==> config.mk <==
export PLATFORM = sky130hd
export DESIGN_NAME = tunnel_password_cipher
export DESIGN_NICKNAME = d
export VERILOG_FILES = /design/src/rtl/tpc_pkg.sv /design/src/rtl/tpc_md5.sv /design/src/rtl/tpc_dp.sv /design/src/rtl/tpc_ctrl.sv /design/src/rtl/tunnel_password_cipher.sv
export SDC_FILE = /design/constraint.sdc
export NUM_CORES = 2
export LEC_CHECK = 0
export BUFFER_PORTS_ARGS = -buffer_cell sky130_fd_sc_hd__buf_2
export CAP_MARGIN = 20
export CORE_UTILIZATION = 38
export DETAILED_ROUTE_END_ITERATION = 16
export PLACE_DENSITY_LB_ADDON = 0.2
export SETUP_SLACK_MARGIN = 0.4
export SLEW_MARGIN = 10
export SYNTH_ARGS = -nofsm -noshare
export SYNTH_HDL_FRONTEND = slang
export SYNTH_SLANG_ARGS = --single-unit
==> constraint.sdc <==
create_clock -name clk -period 15.45 [get_ports clk]
set_input_delay 0.7725 -clock clk [delete_from_list [all_inputs] [get_ports clk]]
set_output_delay 0.7725 -clock clk [all_outputs]
set_load 0.02 [all_outputs]
==> src/rtl/tpc_pkg.sv <==
// Shared types, constants and MD5 tables for the tunnel password cipher.
`default_nettype none
package tpc_pkg;

	// Configuration port geometry.
	localparam int ADDR_W = 6;
	localparam int DATA_W = 64;

	// Register indexes on the configuration port (address bits 5:3).
	localparam logic [2:0] REG_SECRET0 = 3'd0;
	localparam logic [2:0] REG_SECRET1 = 3'd1;
	localparam logic [2:0] REG_SECRET2 = 3'd2;
	localparam logic [2:0] REG_SECRET3 = 3'd3;
	localparam logic [2:0] REG_SECLEN  = 3'd4;
	localparam logic [2:0] REG_MODE    = 3'd5;

	// Cipher modes.
	localparam logic [1:0] MODE_CLEAR = 2'd0;
	localparam logic [1:0] MODE_ENC   = 2'd1;
	localparam logic [1:0] MODE_DEC   = 2'd2;

	// Result status codes.
	localparam logic [1:0] ST_OK       = 2'd0;
	localparam logic [1:0] ST_BAD_CLEN = 2'd1;
	localparam logic [1:0] ST_SALT     = 2'd2;
	localparam logic [1:0] ST_BAD_PLEN = 2'd3;

	// Input command codes.
	localparam logic CMD_START = 1'b0;

	// Secret size limit and salt marker.
	localparam logic [5:0]  MAX_SECRET_BYTES = 6'd32;
	localparam logic [15:0] SALT_MARK        = 16'h8000;

	// MD5 initial chaining values.
	localparam logic [31:0] MD5_A0 = 32'h67452301;
	localparam logic [31:0] MD5_B0 = 32'hefcdab89;
	localparam logic [31:0] MD5_C0 = 32'h98badcfe;
	localparam logic [31:0] MD5_D0 = 32'h10325476;

	// Byte vectors, first byte at index 0.
	typedef logic [0:31][7:0] bytes32_t;
	typedef logic [0:17][7:0] tail_t;
	typedef logic [0:15][7:0] block16_t;

	typedef enum logic [3:0] {
		S_IN, S_SEED, S_SALT_HI, S_SALT_LO, S_WAIT,
		S_LOAD, S_EMIT, S_NEXT, S_PASS, S_ERR
	} ctrl_state_t;

	typedef enum logic [2:0] {
		PH_NONE, PH_CLEAR, PH_ENC, PH_DSALT, PH_DFIRST, PH_DREST
	} phase_t;

	typedef enum logic [2:0] {
		SRC_SALT_HI, SRC_SALT_LO, SRC_OBUF, SRC_PASS, SRC_ERR
	} emit_src_t;

	// Commands from the controller to the datapath.
	typedef struct packed {
		logic       ld_auth;
		logic       clr_bpos;
		logic       ld_len_byte;
		logic       ld_salt_enc;
		logic       ld_bl_len;
		logic       dec_bl;
		logic       ld_pass;
		logic       wr_chunk;
		logic       wr_salt;
		logic       md5_seed;
		logic       md5_chain;
		logic       ld_obuf;
		logic       first_chunk;
		logic       enc;
		logic       step;
		logic       cc_dec;
		logic       emit;
		emit_src_t  src;
		logic       last;
		logic [1:0] code;
	} tpc_cmd_t;

	// Status from the datapath to the controller.
	typedef struct packed {
		logic bpos_zero;
		logic bpos_last;
		logic bl_zero;
		logic bl_one;
		logic cc_zero;
		logic cc_one;
		logic idx_end;
		logic idx_last;
		logic len_zero;
		logic dec_len_ok;
		logic salt_bit;
		logic plain_ok;
		logic md5_busy;
		logic out_free;
	} tpc_stat_t;

	// MD5 round constants.
	function automatic logic [31:0] md5_k(input logic [5:0] i);
		logic [31:0] k;
		case (i)
			6'd0: k = 32'hd76aa478;  6'd1: k = 32'he8c7b756;
			6'd2: k = 32'h242070db;  6'd3: k = 32'hc1bdceee;
			6'd4: k = 32'hf57c0faf;  6'd5: k = 32'h4787c62a;
			6'd6: k = 32'ha8304613;  6'd7: k = 32'hfd469501;
			6'd8: k = 32'h698098d8;  6'd9: k = 32'h8b44f7af;
			6'd10: k = 32'hffff5bb1; 6'd11: k = 32'h895cd7be;
			6'd12: k = 32'h6b901122; 6'd13: k = 32'hfd987193;
			6'd14: k = 32'ha679438e; 6'd15: k = 32'h49b40821;
			6'd16: k = 32'hf61e2562; 6'd17: k = 32'hc040b340;
			6'd18: k = 32'h265e5a51; 6'd19: k = 32'he9b6c7aa;
			6'd20: k = 32'hd62f105d; 6'd21: k = 32'h02441453;
			6'd22: k = 32'hd8a1e681; 6'd23: k = 32'he7d3fbc8;
			6'd24: k = 32'h21e1cde6; 6'd25: k = 32'hc33707d6;
			6'd26: k = 32'hf4d50d87; 6'd27: k = 32'h455a14ed;
			6'd28: k = 32'ha9e3e905; 6'd29: k = 32'hfcefa3f8;
			6'd30: k = 32'h676f02d9; 6'd31: k = 32'h8d2a4c8a;
			6'd32: k = 32'hfffa3942; 6'd33: k = 32'h8771f681;
			6'd34: k = 32'h6d9d6122; 6'd35: k = 32'hfde5380c;
			6'd36: k = 32'ha4beea44; 6'd37: k = 32'h4bdecfa9;
			6'd38: k = 32'hf6bb4b60; 6'd39: k = 32'hbebfbc70;
			6'd40: k = 32'h289b7ec6; 6'd41: k = 32'heaa127fa;
			6'd42: k = 32'hd4ef3085; 6'd43: k = 32'h04881d05;
			6'd44: k = 32'hd9d4d039; 6'd45: k = 32'he6db99e5;
			6'd46: k = 32'h1fa27cf8; 6'd47: k = 32'hc4ac5665;
			6'd48: k = 32'hf4292244; 6'd49: k = 32'h432aff97;
			6'd50: k = 32'hab9423a7; 6'd51: k = 32'hfc93a039;
			6'd52: k = 32'h655b59c3; 6'd53: k = 32'h8f0ccc92;
			6'd54: k = 32'hffeff47d; 6'd55: k = 32'h85845dd1;
			6'd56: k = 32'h6fa87e4f; 6'd57: k = 32'hfe2ce6e0;
			6'd58: k = 32'ha3014314; 6'd59: k = 32'h4e0811a1;
			6'd60: k = 32'hf7537e82; 6'd61: k = 32'hbd3af235;
			6'd62: k = 32'h2ad7d2bb; 6'd63: k = 32'heb86d391;
			default: k = 32'h0;
		endcase
		return k;
	endfunction

	// MD5 rotate amounts, indexed by {round group, round mod 4}.
	function automatic logic [4:0] md5_s(input logic [3:0] j);
		logic [4:0] s;
		case (j)
			4'd0: s = 5'd7;   4'd1: s = 5'd12;  4'd2: s = 5'd17;  4'd3: s = 5'd22;
			4'd4: s = 5'd5;   4'd5: s = 5'd9;   4'd6: s = 5'd14;  4'd7: s = 5'd20;
			4'd8: s = 5'd4;   4'd9: s = 5'd11;  4'd10: s = 5'd16; 4'd11: s = 5'd23;
			4'd12: s = 5'd6;  4'd13: s = 5'd10; 4'd14: s = 5'd15; 4'd15: s = 5'd21;
			default: s = 5'd0;
		endcase
		return s;
	endfunction

endpackage
`default_nettype wire

==> src/rtl/tpc_md5.sv <==
// Iterative MD5 unit: one round per cycle over secret followed by a short tail.
`default_nettype none
module tpc_md5
	import tpc_pkg::*;
(
	input  wire logic        clk,
	input  wire logic        arst_n,
	input  wire logic        start,
	input  wire logic        tail16,
	input  tail_t            tail,
	input  bytes32_t         secret,
	input  wire logic [5:0]  secret_length,
	output logic             busy,
	output block16_t         digest
);

	logic        busy_q;
	logic [5:0]  rnd_q;
	logic [31:0] a_q, b_q, c_q, d_q;
	tail_t       tail_q;
	logic        tail16_q;
	block16_t    digest_q;

	logic [5:0]  n_len, m_len;
	logic [3:0]  g;
	logic [31:0] f, msg, tmp, rot, b_n;
	logic [63:0] dbl;

	// Padded message byte at position p of the single block.
	function automatic logic [7:0] msg_byte(input logic [5:0] p, input logic [5:0] n,
		input logic [5:0] m, input bytes32_t sec, input tail_t tl);
		logic [5:0] off;
		logic [7:0] r;
		off = p - n;
		r = 8'h00;
		if (p < n) begin
			r = sec[p[4:0]];
		end else if (p < m) begin
			r = tl[off[4:0]];
		end else if (p == m) begin
			r = 8'h80;
		end else if (p == 6'd56) begin
			r = {m[4:0], 3'b000};
		end else if (p == 6'd57) begin
			r = {7'b0, m[5]};
		end
		return r;
	endfunction

	// Message length: clamped secret plus the tail.
	always_comb begin
		n_len = (secret_length > MAX_SECRET_BYTES) ? MAX_SECRET_BYTES : secret_length;
		m_len = n_len + (tail16_q ? 6'd16 : 6'd18);
	end

	// One MD5 round.
	always_comb begin
		case (rnd_q[5:4])
			2'd0: begin
				f = (b_q & c_q) | (~b_q & d_q);
				g = rnd_q[3:0];
			end
			2'd1: begin
				f = (d_q & b_q) | (~d_q & c_q);
				g = 4'(rnd_q[3:0] * 4'd5 + 4'd1);
			end
			2'd2: begin
				f = b_q ^ c_q ^ d_q;
				g = 4'(rnd_q[3:0] * 4'd3 + 4'd5);
			end
			default: begin
				f = c_q ^ (b_q | ~d_q);
				g = 4'(rnd_q[3:0] * 4'd7);
			end
		endcase
		msg = {msg_byte({g, 2'd3}, n_len, m_len, secret, tail_q),
		       msg_byte({g, 2'd2}, n_len, m_len, secret, tail_q),
		       msg_byte({g, 2'd1}, n_len, m_len, secret, tail_q),
		       msg_byte({g, 2'd0}, n_len, m_len, secret, tail_q)};
		tmp = f + a_q + md5_k(rnd_q) + msg;
		dbl = {tmp, tmp} << md5_s({rnd_q[5:4], rnd_q[1:0]});
		rot = dbl[63:32];
		b_n = b_q + rot;
	end

	// Round counter and busy flag.
	always_ff @(posedge clk or negedge arst_n) begin
		if (!arst_n) begin
			busy_q <= 1'b0;
			rnd_q  <= 6'd0;
		end else if (start) begin
			busy_q <= 1'b1;
			rnd_q  <= 6'd0;
		end else if (busy_q) begin
			rnd_q <= rnd_q + 6'd1;
			if (rnd_q == 6'd63) begin
				busy_q <= 1'b0;
			end
		end
	end

	// Working variables, tail capture and final digest.
	always_ff @(posedge clk) begin
		if (start) begin
			a_q      <= MD5_A0;
			b_q      <= MD5_B0;
			c_q      <= MD5_C0;
			d_q      <= MD5_D0;
			tail_q   <= tail;
			tail16_q <= tail16;
		end else if (busy_q) begin
			a_q <= d_q;
			b_q <= b_n;
			c_q <= b_q;
			d_q <= c_q;
			if (rnd_q == 6'd63) begin
				digest_q <= {{<<8{32'(MD5_A0 + d_q)}}, {<<8{32'(MD5_B0 + b_n)}},
				             {<<8{32'(MD5_C0 + b_q)}}, {<<8{32'(MD5_D0 + c_q)}}};
			end
		end
	end

	assign busy   = busy_q;
	assign digest = digest_q;

endmodule
`default_nettype wire

==> src/rtl/tpc_dp.sv <==
// Datapath: attribute stores, counters, chunk buffers, MD5 unit and result register.
`default_nettype none
module tpc_dp
	import tpc_pkg::*;
(
	input  wire logic        clk,
	input  wire logic        arst_n,
	input  tpc_cmd_t         ctl,
	output tpc_stat_t        stat,
	input  bytes32_t         secret,
	input  wire logic [5:0]  secret_length,
	input  wire logic [63:0] auth_hi,
	input  wire logic [63:0] auth_lo,
	input  wire logic [15:0] salt_in,
	input  wire logic [7:0]  attr_len,
	input  wire logic [7:0]  data_byte,
	input  wire logic        out_ready,
	output logic             out_valid,
	output logic [7:0]       out_byte,
	output logic             out_last,
	output logic [1:0]       status
);

	logic [63:0] auth_hi_q, auth_lo_q;
	logic [15:0] salt_q;
	logic [7:0]  pass_q;
	block16_t    chunk_q, obuf_q, obuf_d;
	logic [4:0]  bpos_q, idx_q;
	logic [7:0]  bl_q, cc_q;
	logic        out_valid_q, out_last_q;
	logic [7:0]  out_byte_q, out_byte_d;
	logic [1:0]  status_q;

	logic        md5_busy;
	block16_t    digest;
	tail_t       md5_tail;
	logic [7:0]  plain0;

	tpc_md5 u_md5 (
		.clk           (clk),
		.arst_n        (arst_n),
		.start         (ctl.md5_seed | ctl.md5_chain),
		.tail16        (ctl.md5_chain),
		.tail          (md5_tail),
		.secret        (secret),
		.secret_length (secret_length),
		.busy          (md5_busy),
		.digest        (digest)
	);

	// Digest input: authenticator and salt, or the previous ciphertext chunk.
	always_comb begin
		if (ctl.md5_seed) begin
			md5_tail = {auth_hi_q, auth_lo_q, salt_q};
		end else if (ctl.enc) begin
			md5_tail = {obuf_q, 16'h0};
		end else begin
			md5_tail = {chunk_q, 16'h0};
		end
	end

	// Chunk XOR digest, with zero padding past the fill point when encrypting.
	always_comb begin
		for (int j = 0; j < 16; j++) begin
			if (ctl.enc && (5'(j) >= bpos_q)) begin
				obuf_d[j] = digest[j];
			end else begin
				obuf_d[j] = chunk_q[j] ^ digest[j];
			end
		end
		plain0 = chunk_q[0] ^ digest[0];
	end

	// Status toward the controller.
	always_comb begin
		stat.bpos_zero  = (bpos_q == 5'd0);
		stat.bpos_last  = (bpos_q == 5'd15);
		stat.bl_zero    = (bl_q == 8'd0);
		stat.bl_one     = (bl_q == 8'd1);
		stat.cc_zero    = (cc_q == 8'd0);
		stat.cc_one     = (cc_q == 8'd1);
		stat.idx_end    = (idx_q == 5'd16);
		stat.idx_last   = (idx_q == 5'd15);
		stat.len_zero   = (attr_len == 8'd0);
		stat.dec_len_ok = (attr_len >= 8'd18) && (attr_len[3:0] == 4'd2);
		stat.salt_bit   = salt_q[15];
		stat.plain_ok   = ({1'b0, plain0} >= {1'b0, bl_q}) &&
		                  ({1'b0, plain0} <= ({1'b0, bl_q} + 9'd15));
		stat.md5_busy   = md5_busy;
		stat.out_free   = !out_valid_q || out_ready;
	end

	// Byte position, remaining length, clear count and emit index.
	always_ff @(posedge clk or negedge arst_n) begin
		if (!arst_n) begin
			bpos_q <= 5'd0;
			bl_q   <= 8'd0;
			cc_q   <= 8'd0;
			idx_q  <= 5'd0;
		end else begin
			if (ctl.ld_len_byte) begin
				bpos_q <= 5'd1;
			end else if (ctl.clr_bpos || ctl.ld_obuf) begin
				bpos_q <= 5'd0;
			end else if (ctl.wr_chunk) begin
				bpos_q <= bpos_q + 5'd1;
			end else if (ctl.wr_salt) begin
				bpos_q <= (bpos_q == 5'd0) ? 5'd1 : 5'd0;
			end
			if (ctl.ld_bl_len) begin
				bl_q <= attr_len;
			end else if (ctl.dec_bl) begin
				bl_q <= bl_q - 8'd1;
			end
			if (ctl.ld_obuf && ctl.first_chunk) begin
				cc_q <= plain0;
			end else if (ctl.cc_dec) begin
				cc_q <= cc_q - 8'd1;
			end
			if (ctl.ld_obuf) begin
				idx_q <= ctl.first_chunk ? 5'd1 : 5'd0;
			end else if (ctl.step) begin
				idx_q <= idx_q + 5'd1;
			end
		end
	end

	// Attribute payload stores.
	always_ff @(posedge clk) begin
		if (ctl.ld_auth) begin
			auth_hi_q <= auth_hi;
			auth_lo_q <= auth_lo;
		end
		if (ctl.ld_salt_enc) begin
			salt_q <= salt_in | SALT_MARK;
		end else if (ctl.wr_salt) begin
			if (bpos_q == 5'd0) begin
				salt_q <= {data_byte, 8'h00};
			end else begin
				salt_q <= {salt_q[15:8], data_byte};
			end
		end
		if (ctl.ld_len_byte) begin
			chunk_q[0] <= attr_len;
		end else if (ctl.wr_chunk) begin
			chunk_q[bpos_q[3:0]] <= data_byte;
		end
		if (ctl.ld_pass) begin
			pass_q <= data_byte;
		end
		if (ctl.ld_obuf) begin
			obuf_q <= obuf_d;
		end
	end

	// Result byte selection.
	always_comb begin
		case (ctl.src)
			SRC_SALT_HI: out_byte_d = salt_q[15:8];
			SRC_SALT_LO: out_byte_d = salt_q[7:0];
			SRC_OBUF:    out_byte_d = obuf_q[idx_q[3:0]];
			SRC_PASS:    out_byte_d = pass_q;
			default:     out_byte_d = 8'h00;
		endcase
	end

	// Result register; a transfer frees it for the next result.
	always_ff @(posedge clk or negedge arst_n) begin
		if (!arst_n) begin
			out_valid_q <= 1'b0;
		end else if (ctl.emit) begin
			out_valid_q <= 1'b1;
		end else if (out_ready) begin
			out_valid_q <= 1'b0;
		end
	end

	always_ff @(posedge clk) begin
		if (ctl.emit) begin
			out_byte_q <= out_byte_d;
			out_last_q <= ctl.last;
			status_q   <= ctl.code;
		end
	end

	assign out_valid = out_valid_q;
	assign out_byte  = out_byte_q;
	assign out_last  = out_last_q;
	assign status    = status_q;

	// A result is only loaded when the result register is free.
	assert property (@(posedge clk) disable iff (!arst_n)
		ctl.emit |-> (!out_valid_q || out_ready))
		else $error("result loaded over a pending transfer");

	// The chunk is combined with the digest only once the digest is finished.
	assert property (@(posedge clk) disable iff (!arst_n)
		ctl.ld_obuf |-> !md5_busy)
		else $error("chunk combined with an unfinished digest");

	// Fill point and emit index stay within one chunk.
	assert property (@(posedge clk) disable iff (!arst_n)
		(bpos_q <= 5'd16) && (idx_q <= 5'd16))
		else $error("chunk position out of range");

	// An emitted buffer byte always comes from inside the chunk.
	assert property (@(posedge clk) disable iff (!arst_n)
		(ctl.emit && ctl.src == SRC_OBUF) |-> (idx_q < 5'd16))
		else $error("emit past end of chunk");

endmodule
`default_nettype wire

==> src/rtl/tpc_ctrl.sv <==
// Controller: attribute phase and sequencing of accepts, digests and result emission.
`default_nettype none
module tpc_ctrl
	import tpc_pkg::*;
(
	input  wire logic       clk,
	input  wire logic       arst_n,
	input  wire logic       in_valid,
	output logic            in_ready,
	input  wire logic       cmd,
	input  wire logic [1:0] cipher_mode,
	input  tpc_stat_t       stat,
	output tpc_cmd_t        ctl
);

	ctrl_state_t state_q, state_d;
	phase_t      phase_q, phase_d;
	logic [1:0]  err_q, err_d;
	logic        dec_side, emit_stop;

	assign dec_side  = (phase_q != PH_ENC);
	assign emit_stop = stat.idx_end || (dec_side && stat.cc_zero);
	assign in_ready  = (state_q == S_IN);

	// Next state and phase.
	always_comb begin
		state_d = state_q;
		phase_d = phase_q;
		err_d   = err_q;
		case (state_q)
			S_IN: begin
				if (in_valid) begin
					if (cmd == CMD_START) begin
						phase_d = PH_NONE;
						case (cipher_mode)
							MODE_CLEAR: begin
								if (!stat.len_zero) phase_d = PH_CLEAR;
							end
							MODE_ENC: begin
								phase_d = PH_ENC;
								state_d = S_SEED;
							end
							MODE_DEC: begin
								if (stat.dec_len_ok) begin
									phase_d = PH_DSALT;
								end else begin
									err_d   = ST_BAD_CLEN;
									state_d = S_ERR;
								end
							end
							default: ;
						endcase
					end else begin
						case (phase_q)
							PH_CLEAR: begin
								state_d = S_PASS;
								if (stat.bl_one) phase_d = PH_NONE;
							end
							PH_ENC: begin
								if (stat.bpos_last || stat.bl_one) state_d = S_WAIT;
							end
							PH_DSALT: begin
								if (!stat.bpos_zero) begin
									if (!stat.salt_bit) begin
										err_d   = ST_SALT;
										state_d = S_ERR;
										phase_d = PH_NONE;
									end else begin
										phase_d = PH_DFIRST;
										state_d = S_SEED;
									end
								end
							end
							PH_DFIRST, PH_DREST: begin
								if (stat.bpos_last) state_d = S_WAIT;
							end
							default: ;
						endcase
					end
				end
			end
			S_SEED: begin
				state_d = (phase_q == PH_ENC) ? S_SALT_HI : S_IN;
			end
			S_SALT_HI: begin
				if (stat.out_free) state_d = S_SALT_LO;
			end
			S_SALT_LO: begin
				if (stat.out_free) state_d = stat.bl_zero ? S_WAIT : S_IN;
			end
			S_WAIT: begin
				if (!stat.md5_busy) state_d = S_LOAD;
			end
			S_LOAD: begin
				state_d = S_EMIT;
				if (phase_q == PH_DFIRST) begin
					if (stat.plain_ok) begin
						phase_d = PH_DREST;
					end else begin
						err_d   = ST_BAD_PLEN;
						state_d = S_ERR;
						phase_d = PH_NONE;
					end
				end
			end
			S_EMIT: begin
				if (emit_stop) state_d = S_NEXT;
			end
			S_NEXT: begin
				if (stat.bl_zero) phase_d = PH_NONE;
				state_d = S_IN;
			end
			S_PASS, S_ERR: begin
				if (stat.out_free) state_d = S_IN;
			end
			default: state_d = S_IN;
		endcase
	end

	// Commands to the datapath.
	always_comb begin
		ctl = '0;
		ctl.src  = SRC_ERR;
		ctl.code = ST_OK;
		ctl.enc  = (phase_q == PH_ENC);
		case (state_q)
			S_IN: begin
				if (in_valid) begin
					if (cmd == CMD_START) begin
						ctl.ld_auth  = 1'b1;
						ctl.clr_bpos = 1'b1;
						case (cipher_mode)
							MODE_CLEAR: ctl.ld_bl_len = 1'b1;
							MODE_ENC: begin
								ctl.ld_bl_len   = 1'b1;
								ctl.ld_salt_enc = 1'b1;
								ctl.ld_len_byte = 1'b1;
							end
							MODE_DEC: ctl.ld_bl_len = stat.dec_len_ok;
							default: ;
						endcase
					end else begin
						case (phase_q)
							PH_CLEAR: begin
								ctl.dec_bl  = 1'b1;
								ctl.ld_pass = 1'b1;
							end
							PH_ENC, PH_DFIRST, PH_DREST: begin
								ctl.dec_bl   = 1'b1;
								ctl.wr_chunk = 1'b1;
							end
							PH_DSALT: begin
								ctl.dec_bl  = 1'b1;
								ctl.wr_salt = 1'b1;
							end
							default: ;
						endcase
					end
				end
			end
			S_SEED: ctl.md5_seed = 1'b1;
			S_SALT_HI: begin
				ctl.emit = stat.out_free;
				ctl.src  = SRC_SALT_HI;
			end
			S_SALT_LO: begin
				ctl.emit = stat.out_free;
				ctl.src  = SRC_SALT_LO;
			end
			S_LOAD: begin
				ctl.ld_obuf     = 1'b1;
				ctl.first_chunk = (phase_q == PH_DFIRST);
			end
			S_EMIT: begin
				ctl.src = SRC_OBUF;
				if (!emit_stop && stat.out_free) begin
					ctl.emit   = 1'b1;
					ctl.step   = 1'b1;
					ctl.cc_dec = dec_side;
					ctl.last   = dec_side ? stat.cc_one : (stat.idx_last && stat.bl_zero);
				end
			end
			S_NEXT: ctl.md5_chain = !stat.bl_zero;
			S_PASS: begin
				ctl.emit = stat.out_free;
				ctl.src  = SRC_PASS;
				ctl.last = stat.bl_zero;
			end
			S_ERR: begin
				ctl.emit = stat.out_free;
				ctl.src  = SRC_ERR;
				ctl.last = 1'b1;
				ctl.code = err_q;
			end
			default: ;
		endcase
	end

	// State registers.
	always_ff @(posedge clk or negedge arst_n) begin
		if (!arst_n) begin
			state_q <= S_IN;
			phase_q <= PH_NONE;
			err_q   <= ST_OK;
		end else begin
			state_q <= state_d;
			phase_q <= phase_d;
			err_q   <= err_d;
		end
	end

	// An error result always carries a failure code.
	assert property (@(posedge clk) disable iff (!arst_n)
		(state_q == S_ERR) |-> (err_q != ST_OK))
		else $error("error result without a failure code");

	// The chunk is emitted only after being combined with its digest.
	assert property (@(posedge clk) disable iff (!arst_n)
		(state_q == S_EMIT && $past(state_q) != S_EMIT) |-> ($past(state_q) == S_LOAD))
		else $error("chunk emission entered without loading");

	// The salt is emitted only in encrypt mode.
	assert property (@(posedge clk) disable iff (!arst_n)
		(state_q == S_SALT_HI || state_q == S_SALT_LO) |-> (phase_q == PH_ENC))
		else $error("salt emitted outside encryption");

endmodule
`default_nettype wire

==> src/rtl/tunnel_password_cipher.sv <==
// Top level: configuration registers, controller and datapath of the tunnel password cipher.
// Timing: a data byte is taken while in_ready is high; a chunk's digest runs one MD5 round per
// cycle, then the chunk's result transfers follow, one per cycle while out_ready keeps up.
// The shared MD5 round unit bounds throughput; a chunk's digest runs while its bytes are taken.
// Encrypt start items emit two salt bytes; the salt digest runs while data is taken.
// Reset: arst_n clears the controller, counters and configuration asynchronously.
`default_nettype none
module tunnel_password_cipher
	import tpc_pkg::*;
(
	input  wire logic              clk,
	input  wire logic              arst_n,
	input  wire logic              psel,
	input  wire logic              penable,
	input  wire logic              pwrite,
	input  wire logic [ADDR_W-1:0] paddr,
	input  wire logic [DATA_W-1:0] pwdata,
	output logic      [DATA_W-1:0] prdata,
	output logic                   pready,
	input  wire logic              in_valid,
	output logic                   in_ready,
	input  wire logic              cmd,
	input  wire logic [63:0]       auth_hi,
	input  wire logic [63:0]       auth_lo,
	input  wire logic [15:0]       salt_in,
	input  wire logic [7:0]        attr_len,
	input  wire logic [7:0]        data_byte,
	output logic                   out_valid,
	input  wire logic              out_ready,
	output logic [7:0]             out_byte,
	output logic                   out_last,
	output logic [1:0]             status
);

	logic [63:0] secret_word0_q, secret_word1_q, secret_word2_q, secret_word3_q;
	logic [5:0]  secret_length_q;
	logic [1:0]  cipher_mode_q;
	logic        wr_en;
	bytes32_t    secret;
	tpc_cmd_t    ctl;
	tpc_stat_t   stat;

	assign pready = 1'b1;
	assign wr_en  = psel && penable && pwrite;
	assign secret = {secret_word0_q, secret_word1_q, secret_word2_q, secret_word3_q};

	// Register writes on the access phase of a transfer.
	always_ff @(posedge clk or negedge arst_n) begin
		if (!arst_n) begin
			secret_word0_q  <= '0;
			secret_word1_q  <= '0;
			secret_word2_q  <= '0;
			secret_word3_q  <= '0;
			secret_length_q <= '0;
			cipher_mode_q   <= MODE_CLEAR;
		end else if (wr_en) begin
			case (paddr[5:3])
				REG_SECRET0: secret_word0_q  <= pwdata;
				REG_SECRET1: secret_word1_q  <= pwdata;
				REG_SECRET2: secret_word2_q  <= pwdata;
				REG_SECRET3: secret_word3_q  <= pwdata;
				REG_SECLEN:  secret_length_q <= pwdata[5:0];
				REG_MODE:    cipher_mode_q   <= pwdata[1:0];
				default: ;
			endcase
		end
	end

	// Register read-back.
	always_comb begin
		case (paddr[5:3])
			REG_SECRET0: prdata = secret_word0_q;
			REG_SECRET1: prdata = secret_word1_q;
			REG_SECRET2: prdata = secret_word2_q;
			REG_SECRET3: prdata = secret_word3_q;
			REG_SECLEN:  prdata = {58'b0, secret_length_q};
			REG_MODE:    prdata = {62'b0, cipher_mode_q};
			default:     prdata = '0;
		endcase
	end

	tpc_ctrl u_ctrl (
		.clk         (clk),
		.arst_n      (arst_n),
		.in_valid    (in_valid),
		.in_ready    (in_ready),
		.cmd         (cmd),
		.cipher_mode (cipher_mode_q),
		.stat        (stat),
		.ctl         (ctl)
	);

	tpc_dp u_dp (
		.clk           (clk),
		.arst_n        (arst_n),
		.ctl           (ctl),
		.stat          (stat),
		.secret        (secret),
		.secret_length (secret_length_q),
		.auth_hi       (auth_hi),
		.auth_lo       (auth_lo),
		.salt_in       (salt_in),
		.attr_len      (attr_len),
		.data_byte     (data_byte),
		.out_ready     (out_ready),
		.out_valid     (out_valid),
		.out_byte      (out_byte),
		.out_last      (out_last),
		.status        (status)
	);

endmodule
`default_nettype wire
Word level (Yosys, flattened, before mapping)
Memories as Yosys holds them, arrays and structs flattened.
Cells that the tools add are included.
{ "word_totals": {"regBits": 1127, "latch_bits": 0, "ram_bits": 0, "romBits": 2128, "inputBits": 238, "word_cells": 487, "n_memories": 2} }
{ "mem_list": {"columns": ["name", "words", "width", "read_ports", "rd_ports_with_merged_regs", "write_ports", "line", "source"], "rows": [
  ["(name not given)", 64, 32, 1, 0, 0, "tpc_pkg.sv:104", "case (i)"],
  ["(name not given)", 16, 5, 1, 0, 0, "tpc_pkg.sv:145", "case (j)"]
]} }
{ "op_classes": {"n_addsub": 21, "n_mul": 3, "div": 0, "order_cmp": 39, "n_eq_ne": 61, "shifts": 1, "mux": 153, "bitwise": 41, "reduce_logical": 70} }
{ "ops": {"columns": ["op", "count"], "rows": [
  ["two-way mux 8 bit", 53],
  ["one-hot mux 64 bit (6 select lines)", 1],
  ["binary-select mux 8 bit (select 5 bit)", 8],
  ["two-way mux 144 bit", 2],
  ["adder 32 bit", 4],
  ["bitwise AND 32 bit", 4],
  ["bitwise mux 128 bit", 1],
  ["two-way mux 128 bit", 1],
  ["XOR 8 bit", 16],
  ["bitwise OR 32 bit", 3],
  ["one-hot mux 32 bit (3 select lines)", 1],
  ["XOR 32 bit", 3],
  ["adder 32 bit, first input constant", 2],
  ["NOT 32 bit", 2],
  ["<< shifter 64 x 5 -> 64 bit", 1],
  ["two-way mux 4 bit", 15],
  [">= comparator 6 bit, second input constant", 8],
  ["less-than comparator 6 bit", 8],
  ["NOT 5 -> 6 bit", 8],
  ["two-way mux 15 bit", 3],
  [">= comparator 4 x 5 -> 1 bit, first input constant", 8],
  ["two-way mux 5 bit", 7],
  ["adder 29 x 32 -> 32 bit, first input constant", 1],
  ["adder 31 x 32 -> 32 bit, first input constant", 1],
  ["other kinds (83)", 228]
]} }

Logic depth before layout (Yosys ltp)
{ "depth": {"depth_word": 14, "ltp_mapped": 51, "depth_no_buf": 47} }

Hierarchy
Synthesis repeated with hierarchy kept, for this count alone.
{ "hier_totals": {"hier_cells": 5972, "area_unflattened_um2": 68288.0} }
{ "by_module_without_submodules": {"columns": ["module", "n_inst", "cells_per_inst", "area_per_inst_um2", "seq_area_each_um2"], "rows": [
  ["tpc_md5", 1, 3495, 34261.6, 10935.5],
  ["tpc_dp", 1, 1592, 20940.1, 13247.7],
  ["tunnel_password_cipher", 1, 741, 11984.0, 6606.3],
  ["tpc_ctrl", 1, 144, 1102.3, 225.2]
]} }

Worst setup path before layout
No wires, ideal clock.
{ "synth_timing": {"kind": "register to register", "start": "register u_dp.bl_q[0]", "end": "register u_dp.u_md5.digest_q (netlist bit u_dp.u_md5.digest[0]), enable pin", "arrival_ps": 13680, "path_slack_ps": 842, "path_stages_with_launch": 10, "period_less_slack_ps": 14608, "cell_sequence": "dfrtp_1 -> inv_1 -> ha_1 -> nand3_1 -> nor2b_1 -> nor2_1 -> nor2_1 -> inv_1 -> clkbuf_1 -> nor4_1"} }
{ "synth_lines": {"columns": ["element", "line", "source"], "rows": [
  ["start, declared", "tpc_dp.sv:29", "logic [7:0] bl_q, cc_q;"],
  ["start signal, assigned", "tpc_dp.sv:111", "bl_q <= attr_len;"],
  ["start signal, assigned", "tpc_dp.sv:113", "bl_q <= bl_q - 8'd1;"],
  ["end signal, assigned", "tpc_md5.sv:117", "digest_q <= {{<<8{32'(MD5_A0 + d_q)}}, {<<8{32'(MD5_B0 + b_n)}},"],
  ["end, declared", "tpc_md5.sv:22", "block16_t digest_q;"]
]} }

Final worst setup path
{ "layout_timing": {"start": "register u_dp.u_md5.rnd_q[5]", "end": "register u_dp.u_md5.digest_q (netlist bit u_dp.u_md5.digest[71]), data pin"} }
{ "layout_via": {"elab_chain_len": 13, "word_cells_on_any_way": 76} }
{ "layout_lines": {"columns": ["element", "line", "source"], "rows": [
  ["start, declared", "tpc_md5.sv:18", "logic [5:0] rnd_q;"],
  ["start signal, assigned", "tpc_md5.sv:95", "rnd_q <= rnd_q + 6'd1;"],
  ["parallel branches: the longest is 10 deep, another holds adder 32 bit", null, null],
  ["<< shifter 64 x 5 -> 64 bit (*)", "tpc_md5.sv:81", "dbl = {tmp, tmp} << md5_s({rnd_q[5:4], rnd_q[1:0]});"],
  ["adder 32 bit (*)", "tpc_md5.sv:83", "b_n = b_q + rot;"],
  ["adder 32 bit (*)", "tpc_md5.sv:117", null]
]} }
Mark *: on every way between the ends. The select of a mux whose other input is x is not followed.
A chain may end at the register's enable or synchronous reset.

==> summary.md <==
The run finished with clean final reports. The shortest clock period the worst path allows after layout came out at 13.85 ns. In this run, synthesis inferred 691 flip-flops with an integrated enable.

Once the clock tree was built, the resizer swapped 0 gates to a different size. The net count after synthesis was 6,444. After clock tree synthesis, the clock-pin slew on the worst setup and hold paths is 0.06 ns. The number of global-route vias before repair was 48,057. The tools report the clock buffer count from CTS as 120. The width of the die is 422 um. At the pin with the least slew margin, the transition time is 1.12 ns.

The later pin in the worst-skew pair is clocked with a latency of 0.78 ns. In this run the deepest clock path goes through 3 buffers. STA classifies the critical path endpoint as a register. Global routing finished with a remaining overflow of 0. The summed negative setup slack over all endpoints was 0 ns; the core area was 0.175 sq mm.

In the routed design, unresolved DRC markers number 0. STA puts the critical path data required time at 15.94 ns. At the end of routability-driven placement, the weighted congestion stood at 0.984. The peak fanout along the critical path was 93; the fraction of final layout cells sized beyond drive strength 1 was 20.3%. In the final design database the tool counted 6,552 nets. The tools report the total count of max-transition violations in the final report as 0. Pin placement for this block handled 316 I/O pins. After detailed routing, the met3 layer carries 16,300 um of wire. In the layout the commonest cells are nand2_1 (737), edfxtp_1 (691), nor2_1 (386). The area growth from synthesis to layout is 11.8%. The number of port buffers is 310, and the detail-routed net length per standard cell is 28.7 um. The average instance in the mapped netlist occupies 11.2 sq um.

For the level count of the clock H-tree, the log shows 3. The die covers 0.178 sq mm. The largest individual stage delay along the critical path comes from the cell buf_4. The worst slew slack as a fraction of its limit is 24.3%.

The tree is rooted in a clkbuf_16. For the final database, setup skew stands at 0.0393 ns. Leaving out fill and tap cells, the most frequent cell in the layout is nand2_1. Setup violations remaining at the end of the flow were counted as 0. The tools report the final-report hold violation count as 0. The tools report the initial cell density of the core as 38.4%.

The number of DRC violations after detailed-routing iteration 0 is 5,984. The tree built by TritonCTS fans out to 1,127 sinks. After layout, the worst path uses 89.6% of the clock period. The global-route wire length before repair came out at 350,000 um. The height of the die is 422 um, and the gate count of the mapped netlist is 6,002.

The worst setup path is launched from a register. Setup repair after global routing left no endpoint under its margin. Summed over all layers, the routed wires come to 246,000 um.

The pre-antenna-repair detailed-routing pass consisted of 6 iterations. Mapped cell area: 0.0671 sq mm. The synthesized design contains 1,127 register bits. The run gives 1.72 ns as the post-placement worst setup slack. Number of buffers inserted for hold repair after clock tree synthesis: 0.

The netlist uses 87 different library cells. The critical path in this run is classified as register to register. In this run the worst hold path is classified as primary input to asynchronous set/reset pin.

After legalization and detailed placement, the total HPWL measured 183,000 um. After layout, the worst setup slack is 1.60 ns. The routed layout has 50,501 vias. The cell with the most instances on the worst path is fa_1. In the routed layout, each cell is associated on average with a via count of 5.91. Signal routing reaches up to met5. The number of antenna violations at the first check in global routing is 41, and the data arrival time of the worst path is 14.34 ns.

In the global route stage, overall resource usage came out at 26.9%. After floorplanning, the core was divided into 153 placement rows. The largest net degree at the start of global routing is 145, and the length of routed wiring on met1 is 102,000 um.

The run gives 0 as the post-CTS setup buffer count. Yosys printed 0 warnings. The count of nets left with antenna violations once routing finished came out at 0.

The top achievable clock speed was 72.2 MHz. TritonCTS built the clock tree. The fraction of registers with async set or reset after synthesis came out at 27.2%.

The tool flagged a number of max-cap violations equal to 0. The dominant register cell in the synthesized netlist was edfxtp_1. The share of the Yosys chip area taken by registers is 46.2%. Detailed routing placed a total of 116,000 um of wire on met2. For this run, the slowest stage of the critical path takes 0.87 ns.
[Yosys cell counts (all sizes together) (13+ instances only)]
cell type,instances,area (sq um)
a211oi,48,370
a21boi,13,97.6
a21o,27,203
a21oi,260,1300
a22oi,153,1150
a311oi,19,166
a31oi,81,507
and2,46,288
and3,23,144
buf,85,335
clkbuf,356,1340
dfrtp,307,7680
dfxtp,129,2580
edfxtp,691,20700
fa,70,1400
ha,134,1680
inv,163,612
mux2,298,3360
mux2i,328,3280
mux4,265,5970
nand2,737,2770
nand2b,35,219
nand3,67,335
nand4,22,138
nor2,391,1470
nor2b,33,206
nor3,79,400
nor4,16,100
o211ai,39,293
o21a,34,255
o21ai,344,1730
o221ai,24,210
o22ai,56,350
o311ai,14,123
o31ai,17,128
or2,18,113
or3,22,138
xnor2,302,2660
xor2,107,937
[worst max-delay path: cells and delay by family (launching register included)]
family                   cells  cell delay [ns]
AO/OA/AOI/OAI               16             5.11
XOR/XNOR                     3             0.73
adder cells (fa/ha/maj)      6             2.60
buffers and inverters        6             1.82
flip-flops                   1             0.84
multiplexers                 2             0.61
AND/OR/NAND/NOR              8             1.75
[per-layer routing]
layer / track usage [%] / vias up
li1: - / 22400
met1: 36.6 / 25431
met2: 43.7 / 2247
met3: 3.03 / 417
met4: 11.3 / 6
met5: 0 / -
[kinds of logic (layout without fill, tap and decap cells)]
group | after synthesis | in the layout | synth area share (%)
flip-flops | 1127 | 1127 | 46.2
other | 1 | 11 | 0.00559
AO/OA/AOI/OAI | 1237 | 1237 | 11.7
adder cells (fa/ha/maj) | 204 | 204 | 4.59
buffers and inverters | 608 | 820 | 3.43
AND/OR/NAND/NOR | 1524 | 1524 | 9.84
XOR/XNOR | 410 | 410 | 5.40
multiplexers | 891 | 891 | 18.8
[sequential cells by signal (all words and copies together) (netlist names), 64 cells and up]
register and flops:
u_dp.u_md5.tail_q 144, secret_word2_q 64, u_dp.obuf_q 128, u_dp.u_md5.digest 128, u_dp.auth_hi_q 64, secret_word3_q 64
u_dp.chunk_q 128, secret_word1_q 64, u_dp.auth_lo_q 64, secret_word0_q 64
[final cells by class]
| class | count | area [sq um] |
|---|---|---|
| well taps | 2325 | 2910 |
| clock inverters | 83 | 851 |
| multi-input cells | 4267 | 33900 |
| repair buffers | 427 | 2480 |
| clock buffers | 143 | 3150 |
| inverters | 167 | 641 |
| diodes | 10 | 25.0 |
| flip-flops and latches | 1127 | 31000 |
| fillers | 16386 | 99600 |
[metrics by stage]
step	instance area [sq um]	util, %	hold slack (ns)	instances
after global placement	71000	40.7	0.480	8312
after CTS	75000	43.0	0.122	8538
after floorplan	67100	-	0.460	6002
final	75000	43.0	0.113	8549
after detailed placement	71000	40.7	0.489	8312
after global routing	75000	43.0	0.157	8546
[final timing paths]
check,startpoint,endpoint,slack [ns],cells past startpoint
setup reg to reg,u_dp.u_md5.rnd_q[5],u_dp.u_md5.digest[71],1.60,41
min in group clk,auth_hi[5],u_dp.auth_hi_q[5],0.18,1
setup / recovery,u_dp.u_md5.rnd_q[5],u_dp.u_md5.digest[71],1.60,41
max in group asynchronous,arst_n,u_dp.u_md5.rnd_q[5],13.68,2
hold / removal,arst_n,secret_word3_q[11],0.11,1
hold reg to reg,u_dp.u_md5.a_q[28],u_dp.u_md5.a_q[28],0.50,2
Power is not shown: default switching activity piles up to over one toggle a cycle in this logic, so the estimate is an artifact.
